File: config.mk
export PLATFORM = sky130hd
export DESIGN_NAME = ccw_ctrl
export DESIGN_NICKNAME = d
export VERILOG_FILES = /design/src/rtl/coin_change_way_counter_assert.svh /design/src/rtl/ccw_pkg.sv /design/src/rtl/ccw_ctrl.sv
export SDC_FILE = /design/constraint.sdc
export NUM_CORES = 1
export LEC_CHECK = 0
export BUFFER_PORTS_ARGS = -buffer_cell sky130_fd_sc_hd__buf_2
export CORE_UTILIZATION = 51
export DETAILED_ROUTE_END_ITERATION = 6
export PLACE_DENSITY_LB_ADDON = 0.08
export SLEW_MARGIN = 10
export SYNTH_ARGS = -nofsm -noshare
export SYNTH_HDL_FRONTEND = slang
export SYNTH_SLANG_ARGS = --single-unit
File: constraint.sdc
create_clock -name clock -period 2.82 [get_ports clock]
set_input_delay 0.141 -clock clock [delete_from_list [all_inputs] [get_ports clock]]
set_output_delay 0.141 -clock clock [all_outputs]
set_load 0.02 [all_outputs]
File: src/rtl/coin_change_way_counter_assert.svh
// Assertion macros for the coin change way counter.
`ifndef COIN_CHANGE_WAY_COUNTER_ASSERT_SVH
`define COIN_CHANGE_WAY_COUNTER_ASSERT_SVH

// Same-cycle implication.
`define CCW_ASSERT_NOW(label, clk, rst, ante, cons, msg) \
   label: assert property (@(posedge clk) disable iff (rst) (ante) |-> (cons)) \
      else $error(msg);

// Next-cycle implication.
`define CCW_ASSERT_NEXT(label, clk, rst, ante, cons, msg) \
   label: assert property (@(posedge clk) disable iff (rst) (ante) |=> (cons)) \
      else $error(msg);

`endif

File: src/rtl/ccw_pkg.sv
`default_nettype none

package ccw_pkg;

   localparam int WAYS_W   = 63;
   localparam int COIN_W   = 10;
   localparam int TARGET_W = 10;

   typedef enum logic [2:0] {
      ST_CLEAR,
      ST_IDLE,
      ST_SWEEP,
      ST_READ,
      ST_RESULT
   } ccw_state_type;

   typedef struct packed {
      logic              valid;
      logic [WAYS_W-1:0] ways;
      logic              saturated;
   } ccw_result_type;

   typedef struct packed {
      logic clearing;
      logic sweeping;
   } ccw_status_type;

endpackage

`default_nettype wire

File: src/rtl/ccw_ctrl.sv
`default_nettype none

module ccw_ctrl
   import ccw_pkg::*;
#(
   parameter int MAX_AMOUNT = 1023,
   parameter int AW         = 10
) (
   input  wire logic                clock,
   input  wire logic                reset,
   input  wire logic                req_valid,
   output logic                     req_stall,
   input  wire logic [COIN_W-1:0]   req_coin_value,
   input  wire logic                req_last_coin,
   input  wire logic [TARGET_W-1:0] target_amount,
   input  wire logic                res_ready,
   output ccw_result_type           res,
   output ccw_status_type           status,
   output logic                     rd_en,
   output logic      [AW-1:0]       rd_addr_a,
   output logic      [AW-1:0]       rd_addr_b,
   output logic                     wr_en,
   output logic      [AW-1:0]       wr_addr,
   output logic      [WAYS_W-1:0]   wr_data,
   input  wire logic [WAYS_W-1:0]   rd_data_a,
   input  wire logic [WAYS_W-1:0]   rd_data_b
);

   localparam int TW = (AW > TARGET_W) ? AW : TARGET_W;
   localparam logic [AW-1:0] LAST_ADDR = AW'(MAX_AMOUNT);

   ccw_state_type state_ff, state_in;
   logic [AW-1:0] clr_ff, clr_in;
   logic [AW-1:0] j_ff, j_in;
   logic [AW-1:0] coin_ff, coin_in;
   logic [AW-1:0] t_ff, t_in;
   logic          last_ff, last_in;
   logic          pend_ff, pend_in;
   logic [AW-1:0] waddr_ff, waddr_in;
   logic          overflow_ff, overflow_in;

   logic [TW-1:0]     coin_ext;
   logic [TW-1:0]     tgt_ext;
   logic [TW-1:0]     tgt_eff;
   logic              coin_used;
   logic [WAYS_W:0]   sum;
   logic              sum_ovf;
   logic [WAYS_W-1:0] sum_sat;

   assign coin_ext  = TW'(req_coin_value);
   assign tgt_ext   = TW'(target_amount);
   assign tgt_eff   = (tgt_ext > TW'(MAX_AMOUNT)) ? TW'(MAX_AMOUNT) : tgt_ext;
   assign coin_used = (coin_ext != '0) && (coin_ext <= tgt_eff);

   // entry j plus entry j-coin, clamped to the largest 63-bit value
   assign sum     = {1'b0, rd_data_a} + {1'b0, rd_data_b};
   assign sum_ovf = sum[WAYS_W];
   assign sum_sat = sum_ovf ? {WAYS_W{1'b1}} : sum[WAYS_W-1:0];

   always_ff @(posedge clock) begin
      if (reset) begin
         state_ff    <= ST_CLEAR;
         clr_ff      <= '0;
         pend_ff     <= 1'b0;
         overflow_ff <= 1'b0;
      end else begin
         state_ff    <= state_in;
         clr_ff      <= clr_in;
         pend_ff     <= pend_in;
         overflow_ff <= overflow_in;
      end
   end

   always_ff @(posedge clock) begin
      j_ff     <= j_in;
      coin_ff  <= coin_in;
      t_ff     <= t_in;
      last_ff  <= last_in;
      waddr_ff <= waddr_in;
   end

   always_comb begin
      state_in    = state_ff;
      clr_in      = clr_ff;
      j_in        = j_ff;
      coin_in     = coin_ff;
      t_in        = t_ff;
      last_in     = last_ff;
      pend_in     = 1'b0;
      waddr_in    = j_ff;
      overflow_in = overflow_ff;

      req_stall   = 1'b1;
      rd_en       = 1'b0;
      rd_addr_a   = j_ff;
      rd_addr_b   = j_ff - coin_ff;
      wr_en       = pend_ff;
      wr_addr     = waddr_ff;
      wr_data     = sum_sat;

      res.valid     = 1'b0;
      res.ways      = rd_data_a;
      res.saturated = overflow_ff;

      status.clearing = 1'b0;
      status.sweeping = 1'b0;

      // write-back of the step read in the previous cycle
      if (pend_ff && sum_ovf) begin
         overflow_in = 1'b1;
      end

      unique case (state_ff)
         ST_CLEAR: begin
            status.clearing = 1'b1;
            wr_en   = 1'b1;
            wr_addr = clr_ff;
            wr_data = (clr_ff == '0) ? WAYS_W'(1) : '0;
            clr_in  = clr_ff + AW'(1);
            if (clr_ff == LAST_ADDR) begin
               clr_in   = '0;
               state_in = ST_IDLE;
            end
         end
         ST_IDLE: begin
            req_stall = 1'b0;
            if (req_valid) begin
               j_in    = coin_ext[AW-1:0];
               coin_in = coin_ext[AW-1:0];
               t_in    = tgt_eff[AW-1:0];
               last_in = req_last_coin;
               if (coin_used) begin
                  state_in = ST_SWEEP;
               end else if (req_last_coin) begin
                  state_in = ST_READ;
               end
            end
         end
         ST_SWEEP: begin
            status.sweeping = 1'b1;
            rd_en   = 1'b1;
            pend_in = 1'b1;
            j_in    = j_ff + AW'(1);
            if (j_ff == t_ff) begin
               state_in = last_ff ? ST_READ : ST_IDLE;
            end
         end
         ST_READ: begin
            rd_en     = 1'b1;
            rd_addr_a = t_ff;
            state_in  = ST_RESULT;
         end
         ST_RESULT: begin
            res.valid = 1'b1;
            if (res_ready) begin
               overflow_in = 1'b0;
               clr_in      = '0;
               state_in    = ST_CLEAR;
            end
         end
         default: begin
            state_in = ST_CLEAR;
         end
      endcase
   end

endmodule

`default_nettype wire

==> results of run 1 <==
-- Yosys cell counts, drive strengths merged (4+ instances only) --
library cell / n
nor2: 69
nor2b: 9
inv: 47
xor2: 41
nand2b: 12
dfxtp: 25
nand4: 22
a21oi: 150
edfxtp: 31
and2: 10
a31oi: 14
clkbuf: 32
a311oi: 5
buf: 87
o21bai: 15
nor3: 13
o21ai: 46
o211ai: 8
ha: 85
nand2: 97
mux2: 11
nand3: 19
a211oi: 9
nor3b: 4
and3: 14
a21o: 38
a41oi: 4
nor4: 8
a21boi: 7
xnor2: 43
-- kinds of logic after synthesis --
logic type | Yosys count | share of synthesized area
buf+inv | 166 | 0.116
flops | 56 | 0.182
fa+ha+maj | 87 | 0.140
simple gates | 291 | 0.185
compound gates | 330 | 0.267
mux | 12 | 0.0170
xor+xnor | 84 | 0.0934
-- state kept, by name, indices dropped and copies added (netlist names) --
signal and flops:
j_ff 10, coin_ff 10, state_ff 3, waddr_ff 10, overflow_ff 1, t_ff 10
clr_ff 10, pend_ff 1, last_ff 1
-- metrics by stage --
step	setup WS [ps]	hold slack [ps]
final	-51.8	34.0
after detailed placement	-356	335
after global routing	-198	35.8
after CTS	-16.6	30.7
after floorplan	43.0	213
after global placement	-224	335
-- worst max-delay path, cell delays in order --
cell	delay, ps
buf_2	120
ha_4	220
a21o_1	170
a211o_1	330
o21ai_2	170
o41ai_2	70
buf_4	160
buf_6	100
or2_4	240
a22o_1	260
a21o_1	180
a21oi_2	130
xor2_1	160
a21oi_1	90
buf_4	170
-- layout make-up --
type / instances / area share
multi-input cells: 804 / 0.552
repair buffers: 486 / 0.273
flip-flops and latches: 56 / 0.126
well taps: 188 / 0.0208
inverters: 47 / 0.0156
clock buffers: 5 / 0.0110
clock inverters: 3 / 0.00188
-- layer usage --
metal	up-vias	global-route usage
met1	4155	0.367
met4	0	0.0574
met2	346	0.528
li1	4384	-
met3	42	0.0229
met5	-	0
-- where the power goes --
part / leakage, nW / internal [mW] / switching (mW)
registers: 0.485 / 0.937 / 0.0522
clock network: 0.0747 / 0.332 / 0.292
logic: 4.94 / 1.31 / 1.80
-- repair_timing --
item | CTS | global route
pin swaps | 31 | 74
buffers inserted | 12 | 16
gates resized for setup | 60 | 127
cloned | 0 | 1
setup endpoints to repair | 54 | 64
hold endpoints to repair | 0 | 0
-- worst paths after layout --
| path | to | slack, ps | cells past startpoint |
|---|---|---|---|
| min reg2reg | overflow_ff | 470 | 2 |
| max | wr_data[28] | -50 | 15 |
| min | t_ff[3] | 30 | 1 |
| max reg2reg | state_ff[1] | 560 | 10 |
==> results summary, run 1 <==
The cell area that synthesis handed to floorplanning was 7880 um2. For this block, wires on met1 add up to about 11 mm. The post-route minimum period is 2870 ps.

The area of the core region came out at approximately 15000 um2. The final hold violation count came out at 0. TritonCTS built the clock tree.

The share of final-layout standard cells stronger than drive strength 1 is 0.456. The count of different cell masters after synthesis came out at 77. The initial antenna violation count came to 0.

The HPWL after detailed placement came out at 19.2 mm. The most used flip-flop cell after synthesis is edfxtp_1. The die span in x came out at 126 um. The count of endpoints failing setup in the final report came out at 3. The cell count after synthesis came out at 1026.

The critical path endpoint category is an output port. The data required time at the worst endpoint came out at around 2700 ps. The vias per cell came out at about 5.6. The share of the cycle needed by the critical path after routing is 1.02. The via count of the first global-routing pass came out at a little over 8000. After detailed placement, the design holds a cell count of 1553. The detailed-route wire length per cell came out at ~16 um. The achievable clock frequency is roughly 350 MHz. The fraction of the core area covered by cells at the end of the flow came out at 0.748. The post-detailed-route DRC marker count came out at 0. The final worst slack came out at -51.8 ps. The layout overhead on the synthesized area is 43.9%. The row count came out at 45. Headroom to the max-slew limit came out at 0.532.

The setup path with the least slack is of type in2out. The count of yosys warnings during synthesis came out at 0. The global placer's final weighted congestion is approximately 0.9. After detailed routing, the total wire length is about 25 mm. The routed via count came out at between 8000 and 9000.

The leakage dissipation came out at ~5.5 nW. Setup repair after global routing could not meet its margin everywhere. The instance area at placement came out at 10000 um2. The vertical die dimension is between 100 and 150 um.

The worst voltage drop across the vdd grid came out at 0.334 mV. The count of filler cells inserted in the layout came out at about 1200. The leftover overflow at the end of global routing is 0. The actual transition at the worst max-transition pin is between 700 and 800 ps.

The root buffer cell is clkbuf_16. The first global-routing pass estimated about 38 mm of wire. The startpoint identified for the worst hold timing path is target_amount[3]. The starting utilization of the core area is 0.520. The number of diodes added for antenna fixing is 0. The detailed-router iteration count before antenna repair came out at 5. The highest metal layer carrying signal wires in the routed design is met4.

The biggest area contributor in the post-synthesis netlist is ha_1. The sequential cell area in the final layout came out at 1430 um2. The full die area came out at 15900 um2. The number of buffers on the longest clock path is 2.

The clock insertion delay at the later pin of the skew report is about 290 ps. Total power for the finished layout comes to approximately 4.7 mW. The amount of wire on met2 after detailed routing is about 13 mm. In this run the mean area of a mapped cell was 7.68 um2. The number of nets in the layout is about 1600. In this run the worst hold path is classified as in2reg. The commonest non-fill, non-tap cell in the layout is buf_2. The power density of the placed cells is around 420 nW/um2. By area the synthesized netlist is led by ha_1 14%, edfxtp_1 12%, a21oi_1 9.3%, dfxtp_1 6.4%, buf_4 6.2%. The worst clock skew came out at 8.58 ps. The type of element launching the critical path is an input pin. The area of the multi-input gates came out at around 6300 um2. The number of standard cells in the layout, taps in and fillers out is between 1500 and 2000. The run finished, with violations left. The number of buffers added on ports came out at roughly 310.

The checks that failed: setup timing. The number of synthesized register bits came out at 56. The worst register-to-register path begins at clr_ff[0].

After clock tree synthesis, the clock-pin slew on the worst setup and hold paths is 70 ps. The total met3 wirelength after detailed routing is about 1.2 mm. Of the post-synthesis cell area, the dominant cell type holds 0.135. In this run, post-CTS hold repair placed 0 buffers. The startpoint of the most critical setup path is rd_data_a[5]. The share of async-settable or async-resettable flops after synthesis is 0. The number of DRC violations after detailed-routing iteration 0 is around 560.

The final-report max-slew violation count came out at 0. CTS saw 56 sinks. The library cells used most frequently in the layout, excluding fill and tap cells, are 283 x buf_2, 174 x buf_4, 121 x a21oi_1.

The arrival time at the worst endpoint came out at 2730 ps. In this run the worst path has a maximum fanout of 4. The number of buffers created by CTS came out at 5. The post-synthesis sequential area ratio is 0.182. After routing, the total negative slack on setup checks comes to -68.7 ps.

The total I/O pin count is 314. The total non-filler cell area in the finished layout came out at ~11000 um2. The pin count of the biggest net entering global routing came out at 34. The H-tree was split into 2 levels.

The post-route antenna net violation count came out at 0. For this run, the total global-route usage over all layers was measured as 0.288. The synthesized design contains 31 enable-type register cells. The tool flagged a number of max-cap violations equal to 0.

The number of nets produced by synthesis is about 1300.
Note: power is estimated with default switching activity, not from simulation.
==> run 2: changes to the inputs <==
--- a/config.mk
+++ b/config.mk
@@ -5,8 +5,9 @@
 export SDC_FILE = /design/constraint.sdc
 export NUM_CORES = 1
 export LEC_CHECK = 0
+export ABC_AREA = 1
 export BUFFER_PORTS_ARGS = -buffer_cell sky130_fd_sc_hd__buf_2
-export CORE_UTILIZATION = 51
+export CORE_UTILIZATION = 54
 export DETAILED_ROUTE_END_ITERATION = 6
 export PLACE_DENSITY_LB_ADDON = 0.08
 export SLEW_MARGIN = 10
==> results summary, run 2 <==
The met2 routing resource usage after global routing came out at 0.642 (was 0.528). The length in cells of the worst reg-to-reg path came out at 12 (was 10). The pin count of the biggest net entering global routing came out at 31 (was 34).

The met3 global-route usage is 0.0262 (was 0.0229). The post-detailed-route DRC marker count came out at 0 (unchanged). The row count came to 50 (was 45).

The number of diodes added for antenna fixing is 0 (unchanged). The count of yosys warnings during synthesis is 0 (unchanged). Most frequent cells after synthesis: 739 x nand2_1, 443 x inv_1, 150 x nor2_1, 86 x nand3_1, 85 x ha_1 (was 147 x a21oi_1, 94 x nand2_1, 85 x ha_1, 69 x nor2_1, 65 x buf_4). The setup slack of the worst register-to-register path came out at 670 ps (was 560 ps).

The vias per cell came out at 5.07 (was 5.62). The leakage dissipation is 7.82 nW (was 5.50 nW). The starting utilization of the core area came out at 0.555 (was 0.520). The root buffer cell is clkbuf_16 (unchanged). The number of buffers on the longest clock path is 2 (unchanged). The proportion of netlist area held by the largest area contributor is 0.265 (was 0.135). The number of buffers created by CTS was 5 (unchanged). The count of different cell masters after synthesis came to 40 (was 77).

The HPWL after detailed placement was 31.7 mm (was 19.2 mm). The number of nets in the layout came out at 2430 (was 1638). The via count of the first global-routing pass is 11300 (was 8061). The count of endpoints failing setup in the final report is 0 (was 3). The startpoint of the most critical setup path is rd_data_a[0] (was rd_data_a[5]). The global-route wire length before repair came out at 56.0 mm (was 37.8 mm). The data required time at the worst endpoint was 2680 ps (about the same). The worst voltage drop across the vdd grid is 0.406 mV (was 0.334 mV).

The worst hold path depth came out at 1 (unchanged). The power density of the placed cells is 266 nW/um2 (was 417 nW/um2). The final wirelength is 36.4 mm (was 25.4 mm). The post-route minimum period is 2670 ps (was 2870 ps). The layout overhead on the synthesized area was 15.1% (was 43.9%). The achievable clock frequency came out at 375 MHz (was 348 MHz). The final hold violation count is 0 (unchanged). The actual transition at the worst max-transition pin came out at 866 ps (was 701 ps). Most frequent cells in the layout: 737 x nand2_1, 443 x inv_1, 313 x buf_2 (was 283 x buf_2, 174 x buf_4, 121 x a21oi_1). The mean area per synthesized cell is 5.37 um2 (was 7.68 um2).

The number of DRC violations after detailed-routing iteration 0 came out at 840 (was 561). The final-report max-slew violation count came to 0 (unchanged). The number of nets produced by synthesis is 2185 (was 1264). The maximum net fanout on the critical path is 4 (unchanged). The cell with the most instances after synthesis is nand2_1 (was a21oi_1). The full die area is 19900 um2 (was 15900 um2). The post-synthesis sequential area ratio is 0.137 (was 0.182). The leftover overflow at the end of global routing was 0 (unchanged).

The count of flip-flops with a built-in enable after synthesis is 31 (unchanged). The vertical die dimension is 141 um (was 126 um). Outcome: finished, final reports clean (was finished, violations left). The met1 routing resource usage after global routing came out at 0.452 (was 0.367). The share of async-settable or async-resettable flops after synthesis came to 0 (unchanged). The type of element launching the critical path was an input pin (unchanged). The commonest non-fill, non-tap cell in the layout is nand2_1 (was buf_2). The count of H-tree levels built during CTS is 2 (unchanged). The worst clock skew is 4.54 ps (was 8.58 ps). The cell area after synthesis is 10500 um2 (was 7880 um2).

The relative slew slack came out at 0.422 (was 0.532). The arrival time at the worst endpoint is 2530 ps (was 2730 ps). The count of maximum capacitance violations is 0 (unchanged).

The initial antenna violation count came to 0 (unchanged). The instance area at placement came to 11900 um2 (was 10000 um2). The area of the core region is 18800 um2 (was 15100 um2).

The leading area contributor after synthesis is nand2_1 (was ha_1). The total I/O pin count came out at 314 (unchanged). The capture instance of the worst register-to-register path is state_ff[0] (was state_ff[1]). The most used flip-flop cell after synthesis is edfxtp_1 (unchanged). The total non-filler cell area in the finished layout is 12000 um2 (was 11300 um2). The detailed-router iteration count before antenna repair came out at 7 (was 5). Setup repair after global routing missed its margin: false (was true). The clock sink count was 56 (unchanged). The critical path endpoint category is an output port (unchanged).

The global placer's final weighted congestion is 1.02 (was 0.924). The clock insertion delay at the later pin of the skew report is 300 ps (was 290 ps). The CTS clock-pin slew for the worst setup and hold paths is 70 ps (about the same). The number of synthesized register bits came out at 56 (unchanged). The critical path class is in2out (unchanged).

The hold buffer count at CTS came out at 0 (unchanged). The share of the cycle needed by the critical path after routing is 0.946 (was 1.02). The endpoint of the worst setup timing path is wr_data[60] (was wr_data[28]). The share of final-layout standard cells stronger than drive strength 1 came out at 0.178 (was 0.456). The CTS tree is done (unchanged). The post-route antenna net violation count came out at 0 (unchanged). The final setup TNS is 0 ps (was -68.7 ps).

The overall track demand over capacity in global routing came out at 0.360 (was 0.288). The most heavily used metal layer in global routing is met2 (unchanged). The routed via count is 12400 (was 8927). The number of instances in the synthesized netlist is 1947 (was 1026). The number of buffers added on ports is 313 (unchanged).

The type of the most critical hold path is in2reg (unchanged). Most area-consuming cells after synthesis: nand2_1 27%, inv_1 16%, ha_1 10%, edfxtp_1 8.9%, nor2_1 5.4% (was ha_1 14%, edfxtp_1 12%, a21oi_1 9.3%, dfxtp_1 6.4%, buf_4 6.2%). The die span in x came out at 141 um (was 126 um). The detailed-route wire length per cell came out at 14.8 um (was 16.0 um).

The worst reg2reg path startpoint is clr_ff[0] (unchanged).
[run 2: cell count changes after synthesis, moves of 12 or more]
cell | previous run | this run
inv_1 | 44 | 443
nand3_1 | 18 | 86
nand2_1 | 94 | 739
xnor2_1 | 43 | 11
a21oi_1 | 147 | 73
o21ai_0 | 33 | 48
buf_2 | 19 | 1
nand2b_1 | 12 | 0
a21o_1 | 38 | 0
a31oi_1 | 14 | 0
o21bai_1 | 15 | 1
nor2_1 | 69 | 150
and3_1 | 14 | 0
[run 2: how the worst min path moves through the flow]
| stage | startpoint | to | slack (ps) |
|---|---|---|---|
| finish | target_amount[7] | t_ff[7] | 30 |
| global route | req_last_coin | last_ff | 30 |
| CTS | target_amount[7] | t_ff[7] | 30 |
| detailed placement | target_amount[7] | t_ff[7] | 330 |
| global placement | req_last_coin | last_ff | 330 |
| floorplan | req_coin_value[0] | coin_ff[0] | 240 |
[run 2: cell type report]
class / instances / area (um2)
clock buffer: 5 / 125
tap: 260 / 325
sequential: 56 / 1430
clock inverter: 3 / 21.3
fill: 1932 / 6790
multi-input combinational: 1350 / 6750
timing repair buffer: 332 / 1710
inverter: 447 / 1680
[run 2: report_power, final]
| group | switching, mW | internal (mW) | total [mW] |
|---|---|---|---|
| Clock | 0.290 | 0.330 | 0.621 |
| Sequential | 0.00470 | 0.862 | 0.867 |
| Combinational | 1.15 | 0.568 | 1.72 |
| Total | 1.45 | 1.76 | 3.21 |
[run 2: per-stage QoR]
stage,hold WS [ps],setup WS [ps],total power [mW],util,std cells
floorplan,240,539,2.06,-,1947
global placement,332,7.92,2.55,0.630,2444
detailed placement,334,37.7,2.56,0.630,2444
CTS,26.2,32.7,3.18,0.638,2452
global route,27.3,16.9,3.42,0.639,2453
finish,31.7,153,3.21,0.639,2453
[run 2: timing repair]
action / CTS / global route
setup endpoints to repair: 0 / 32
resized for setup: 0 / 7
buffers inserted: 0 / 1
hold endpoints to repair: 0 / 0
[run 2: per-layer routing]
layer	routed length (um)	vias to the layer above
met1	15100	5489
met4	1260	0
li1	-	6307
met2	17300	552
met5	0	-
met3	2770	77
[run 2: cell families after synthesis]
logic type | Yosys count | share of synthesized area
flip-flops | 56 | 0.137
AND/OR/NAND/NOR | 1055 | 0.411
multiplexers | 1 | 0.00108
adder cells (fa/ha/maj) | 87 | 0.106
XOR/XNOR | 43 | 0.0360
buffers and inverters | 541 | 0.221
AO/OA/AOI/OAI | 164 | 0.0887
[run 2: worst max-delay path: stages]
cell	delay (ps)
buf_2	90
ha_2	250
inv_1	70
fa_1	430
nor2_1	150
or2_2	190
nand3_1	80
nand2_1	220
nand2_1	100
nand2_1	230
nand2_1	120
nand2_1	80
nand2_1	40
nand3_1	70
nand2_1	60
inv_1	50
buf_2	150
==> run 3: changes to the inputs <==
--- a/config.mk
+++ b/config.mk
@@ -9,7 +9,7 @@
 export BUFFER_PORTS_ARGS = -buffer_cell sky130_fd_sc_hd__buf_2
 export CORE_UTILIZATION = 54
 export DETAILED_ROUTE_END_ITERATION = 6
-export PLACE_DENSITY_LB_ADDON = 0.08
+export PLACE_DENSITY = 0.83
 export SLEW_MARGIN = 10
 export SYNTH_ARGS = -nofsm -noshare
 export SYNTH_HDL_FRONTEND = slang
==> results summary, run 3 (same netlist as run 2, synthesis figures left out) <==
The number of buffers created by CTS came to 5 (unchanged). The number of buffers on the longest clock path came to 2 (unchanged). The global-route wire length before repair came out at 56.7 mm (was 56.0 mm). The global placer's final weighted congestion is 1.03 (was 1.02). The number of DRC violations after detailed-routing iteration 0 came to 774 (was 840). The number of instances in the placed design came out at 2441 (was 2444). The share of the cycle needed by the critical path after routing came out at 0.954 (was 0.946). The met1 routing resource usage after global routing came out at 0.449 (was 0.452). The routed via count was 12600 (was 12400). The pin count of the biggest net entering global routing is 33 (was 31).

The HPWL after detailed placement came out at 31.9 mm (was 31.7 mm). The number of buffers added on ports came to 313 (unchanged). The count of endpoints failing setup in the final report came out at 0 (unchanged). The clock insertion delay at the later pin of the skew report came out at 300 ps (about the same).

The hold buffer count at CTS is 0 (unchanged). The worst voltage drop across the vdd grid is 0.351 mV (was 0.406 mV). The type of the most critical hold path was in2reg (unchanged). The number of diodes added for antenna fixing was 0 (unchanged).

The via count of the first global-routing pass came to 11200 (was 11300). The power density of the placed cells is 268 nW/um2 (was 266 nW/um2). The clock sink count came to 56 (unchanged). The final worst slack is 129 ps (was 153 ps).

The number of nets in the layout was 2426 (was 2430). The vias per cell is 5.13 (was 5.07). The CTS tree was done (unchanged).

The setup slack of the worst register-to-register path is 680 ps (was 670 ps). The startpoint of the most critical setup path is rd_data_a[56] (was rd_data_a[0]). The met2 routing resource usage after global routing came out at 0.625 (was 0.642). The critical path endpoint category is an output port (unchanged). The CTS clock-pin slew for the worst setup and hold paths was 70 ps (about the same). Outcome: finished, final reports clean (unchanged). The worst reg2reg path startpoint is clr_ff[0] (unchanged).

The length in cells of the worst reg-to-reg path came out at 12 (unchanged). The instance area at placement came out at 11900 um2 (about the same). The final wirelength came out at 36.8 mm (was 36.4 mm). The count of maximum capacitance violations was 0 (unchanged).

The total non-filler cell area in the finished layout came to 12000 um2 (about the same). The initial antenna violation count came out at 0 (unchanged). The post-detailed-route DRC marker count is 0 (unchanged). The data required time at the worst endpoint was 2680 ps (about the same). The worst hold path depth came to 1 (unchanged). The type of element launching the critical path was an input pin (unchanged). The actual transition at the worst max-transition pin came out at 863 ps (was 866 ps). The detailed-router iteration count before antenna repair came to 5 (was 7). The die span in x is 141 um (unchanged). The leftover overflow at the end of global routing came out at 0 (unchanged). The final hold violation count is 0 (unchanged). The critical hold path startpoint is req_last_coin (was target_amount[7]).

The starting utilization of the core area came out at 0.555 (unchanged). The arrival time at the worst endpoint came out at 2550 ps (was 2530 ps). The post-route minimum period is 2690 ps (was 2670 ps). The count of filler cells inserted in the layout came out at 1891 (was 1932). The count of H-tree levels built during CTS came to 2 (unchanged). The maximum net fanout on the critical path is 32 (was 4). The leakage dissipation was 7.81 nW (was 7.82 nW). The area of the core region came to 18800 um2 (unchanged). The row count is 50 (unchanged). The detailed-route wire length per cell came out at 15.0 um (was 14.8 um). Most frequent cells in the layout: 736 x nand2_1, 443 x inv_1, 313 x buf_2 (was 737 x nand2_1, 443 x inv_1, 313 x buf_2). The critical path class is in2out (unchanged). The root buffer cell was clkbuf_16 (unchanged). The full die area is 19900 um2 (unchanged). The pre-CTS setup slack is 122 ps (was 37.7 ps). The total I/O pin count is 314 (unchanged).

The vertical die dimension came out at 141 um (unchanged). The layout overhead on the synthesized area was 15.0% (was 15.1%). The total power of the final layout is 3.22 mW (was 3.21 mW). The final setup TNS is 0 ps (unchanged). The share of final-layout standard cells stronger than drive strength 1 came out at 0.176 (was 0.178). The commonest non-fill, non-tap cell in the layout is nand2_1 (unchanged). The post-route antenna net violation count is 0 (unchanged). The capture instance of the worst register-to-register path is state_ff[1] (was state_ff[0]). The overall track demand over capacity in global routing came to 0.363 (was 0.360). Setup repair after global routing missed its margin: false (unchanged). The worst clock skew came to 5.58 ps (was 4.54 ps). The worst hold path endpoint is last_ff (was t_ff[7]). The relative slew slack is 0.425 (was 0.422). The achievable clock frequency is 372 MHz (was 375 MHz). The number of standard cells in the layout, taps in and fillers out came out at 2449 (was 2453). The final-report max-slew violation count is 0 (unchanged). The met3 global-route usage is 0.0438 (was 0.0262). The most heavily used metal layer in global routing is met2 (unchanged).
## run 3: cell type report
type                       instances  area, um2  share of cell area
clock buffer                       7        143              0.0119
clock inverter                     1       7.51            0.000624
inverter                         447       1680               0.140
multi-input combinational       1350       6750               0.561
sequential                        56       1430               0.119
tap                              260        325              0.0271
timing repair buffer             328       1690               0.141
## run 3: per-stage QoR
step / utilization / hold WS, ps
3_5_place_dp: 0.629 / 332
6_report: 0.639 / 28.2
5_1_grt: 0.639 / 30.4
4_1_cts: 0.637 / 27.4
3_3_place_gp: 0.629 / 334
2_1_floorplan: - / 240
## run 3: critical path, cell delays in order
cell,delay (ps)
buf_2,110
ha_1,400
a21oi_1,250
o21ai_0,160
nand2_1,90
nand2_1,60
nor2_2,250
nand2_1,140
a21oi_4,220
buf_12,270
nand3_1,180
nand2_1,90
inv_1,30
buf_2,150
## run 3: layer usage
layer | vias up | wire (um) | share of wire
met4 | 0 | 1770 | 0.048
li1 | 6288 | - | -
met1 | 5612 | 15100 | 0.41
met3 | 104 | 2980 | 0.081
met2 | 559 | 16900 | 0.46
met5 | - | 0 | 0
## run 3: what timing repair did
action	CTS	global route
buffers inserted	0	0
resized for setup	0	7
setup endpoints to repair	0	29
## run 3: worst max-delay path by stage
| stage | to | depth (start not counted) |
|---|---|---|
| 2_1_floorplan | coin_ff[0] | 4 |
| 3_5_place_dp | wr_data[21] | 13 |
| 4_1_cts | rd_addr_b[8] | 13 |
| 6_report | wr_data[60] | 14 |
| 3_3_place_gp | wr_data[44] | 16 |
| 5_1_grt | wr_data[62] | 18 |
## run 3: report_power, final
group | total, mW | leakage [nW] | switching [mW] | internal (mW)
logic | 1.72 | 7.25 | 1.15 | 0.569
registers | 0.867 | 0.484 | 0.00453 | 0.863
clock network | 0.636 | 0.0701 | 0.281 | 0.354
total | 3.22 | 7.81 | 1.43 | 1.79
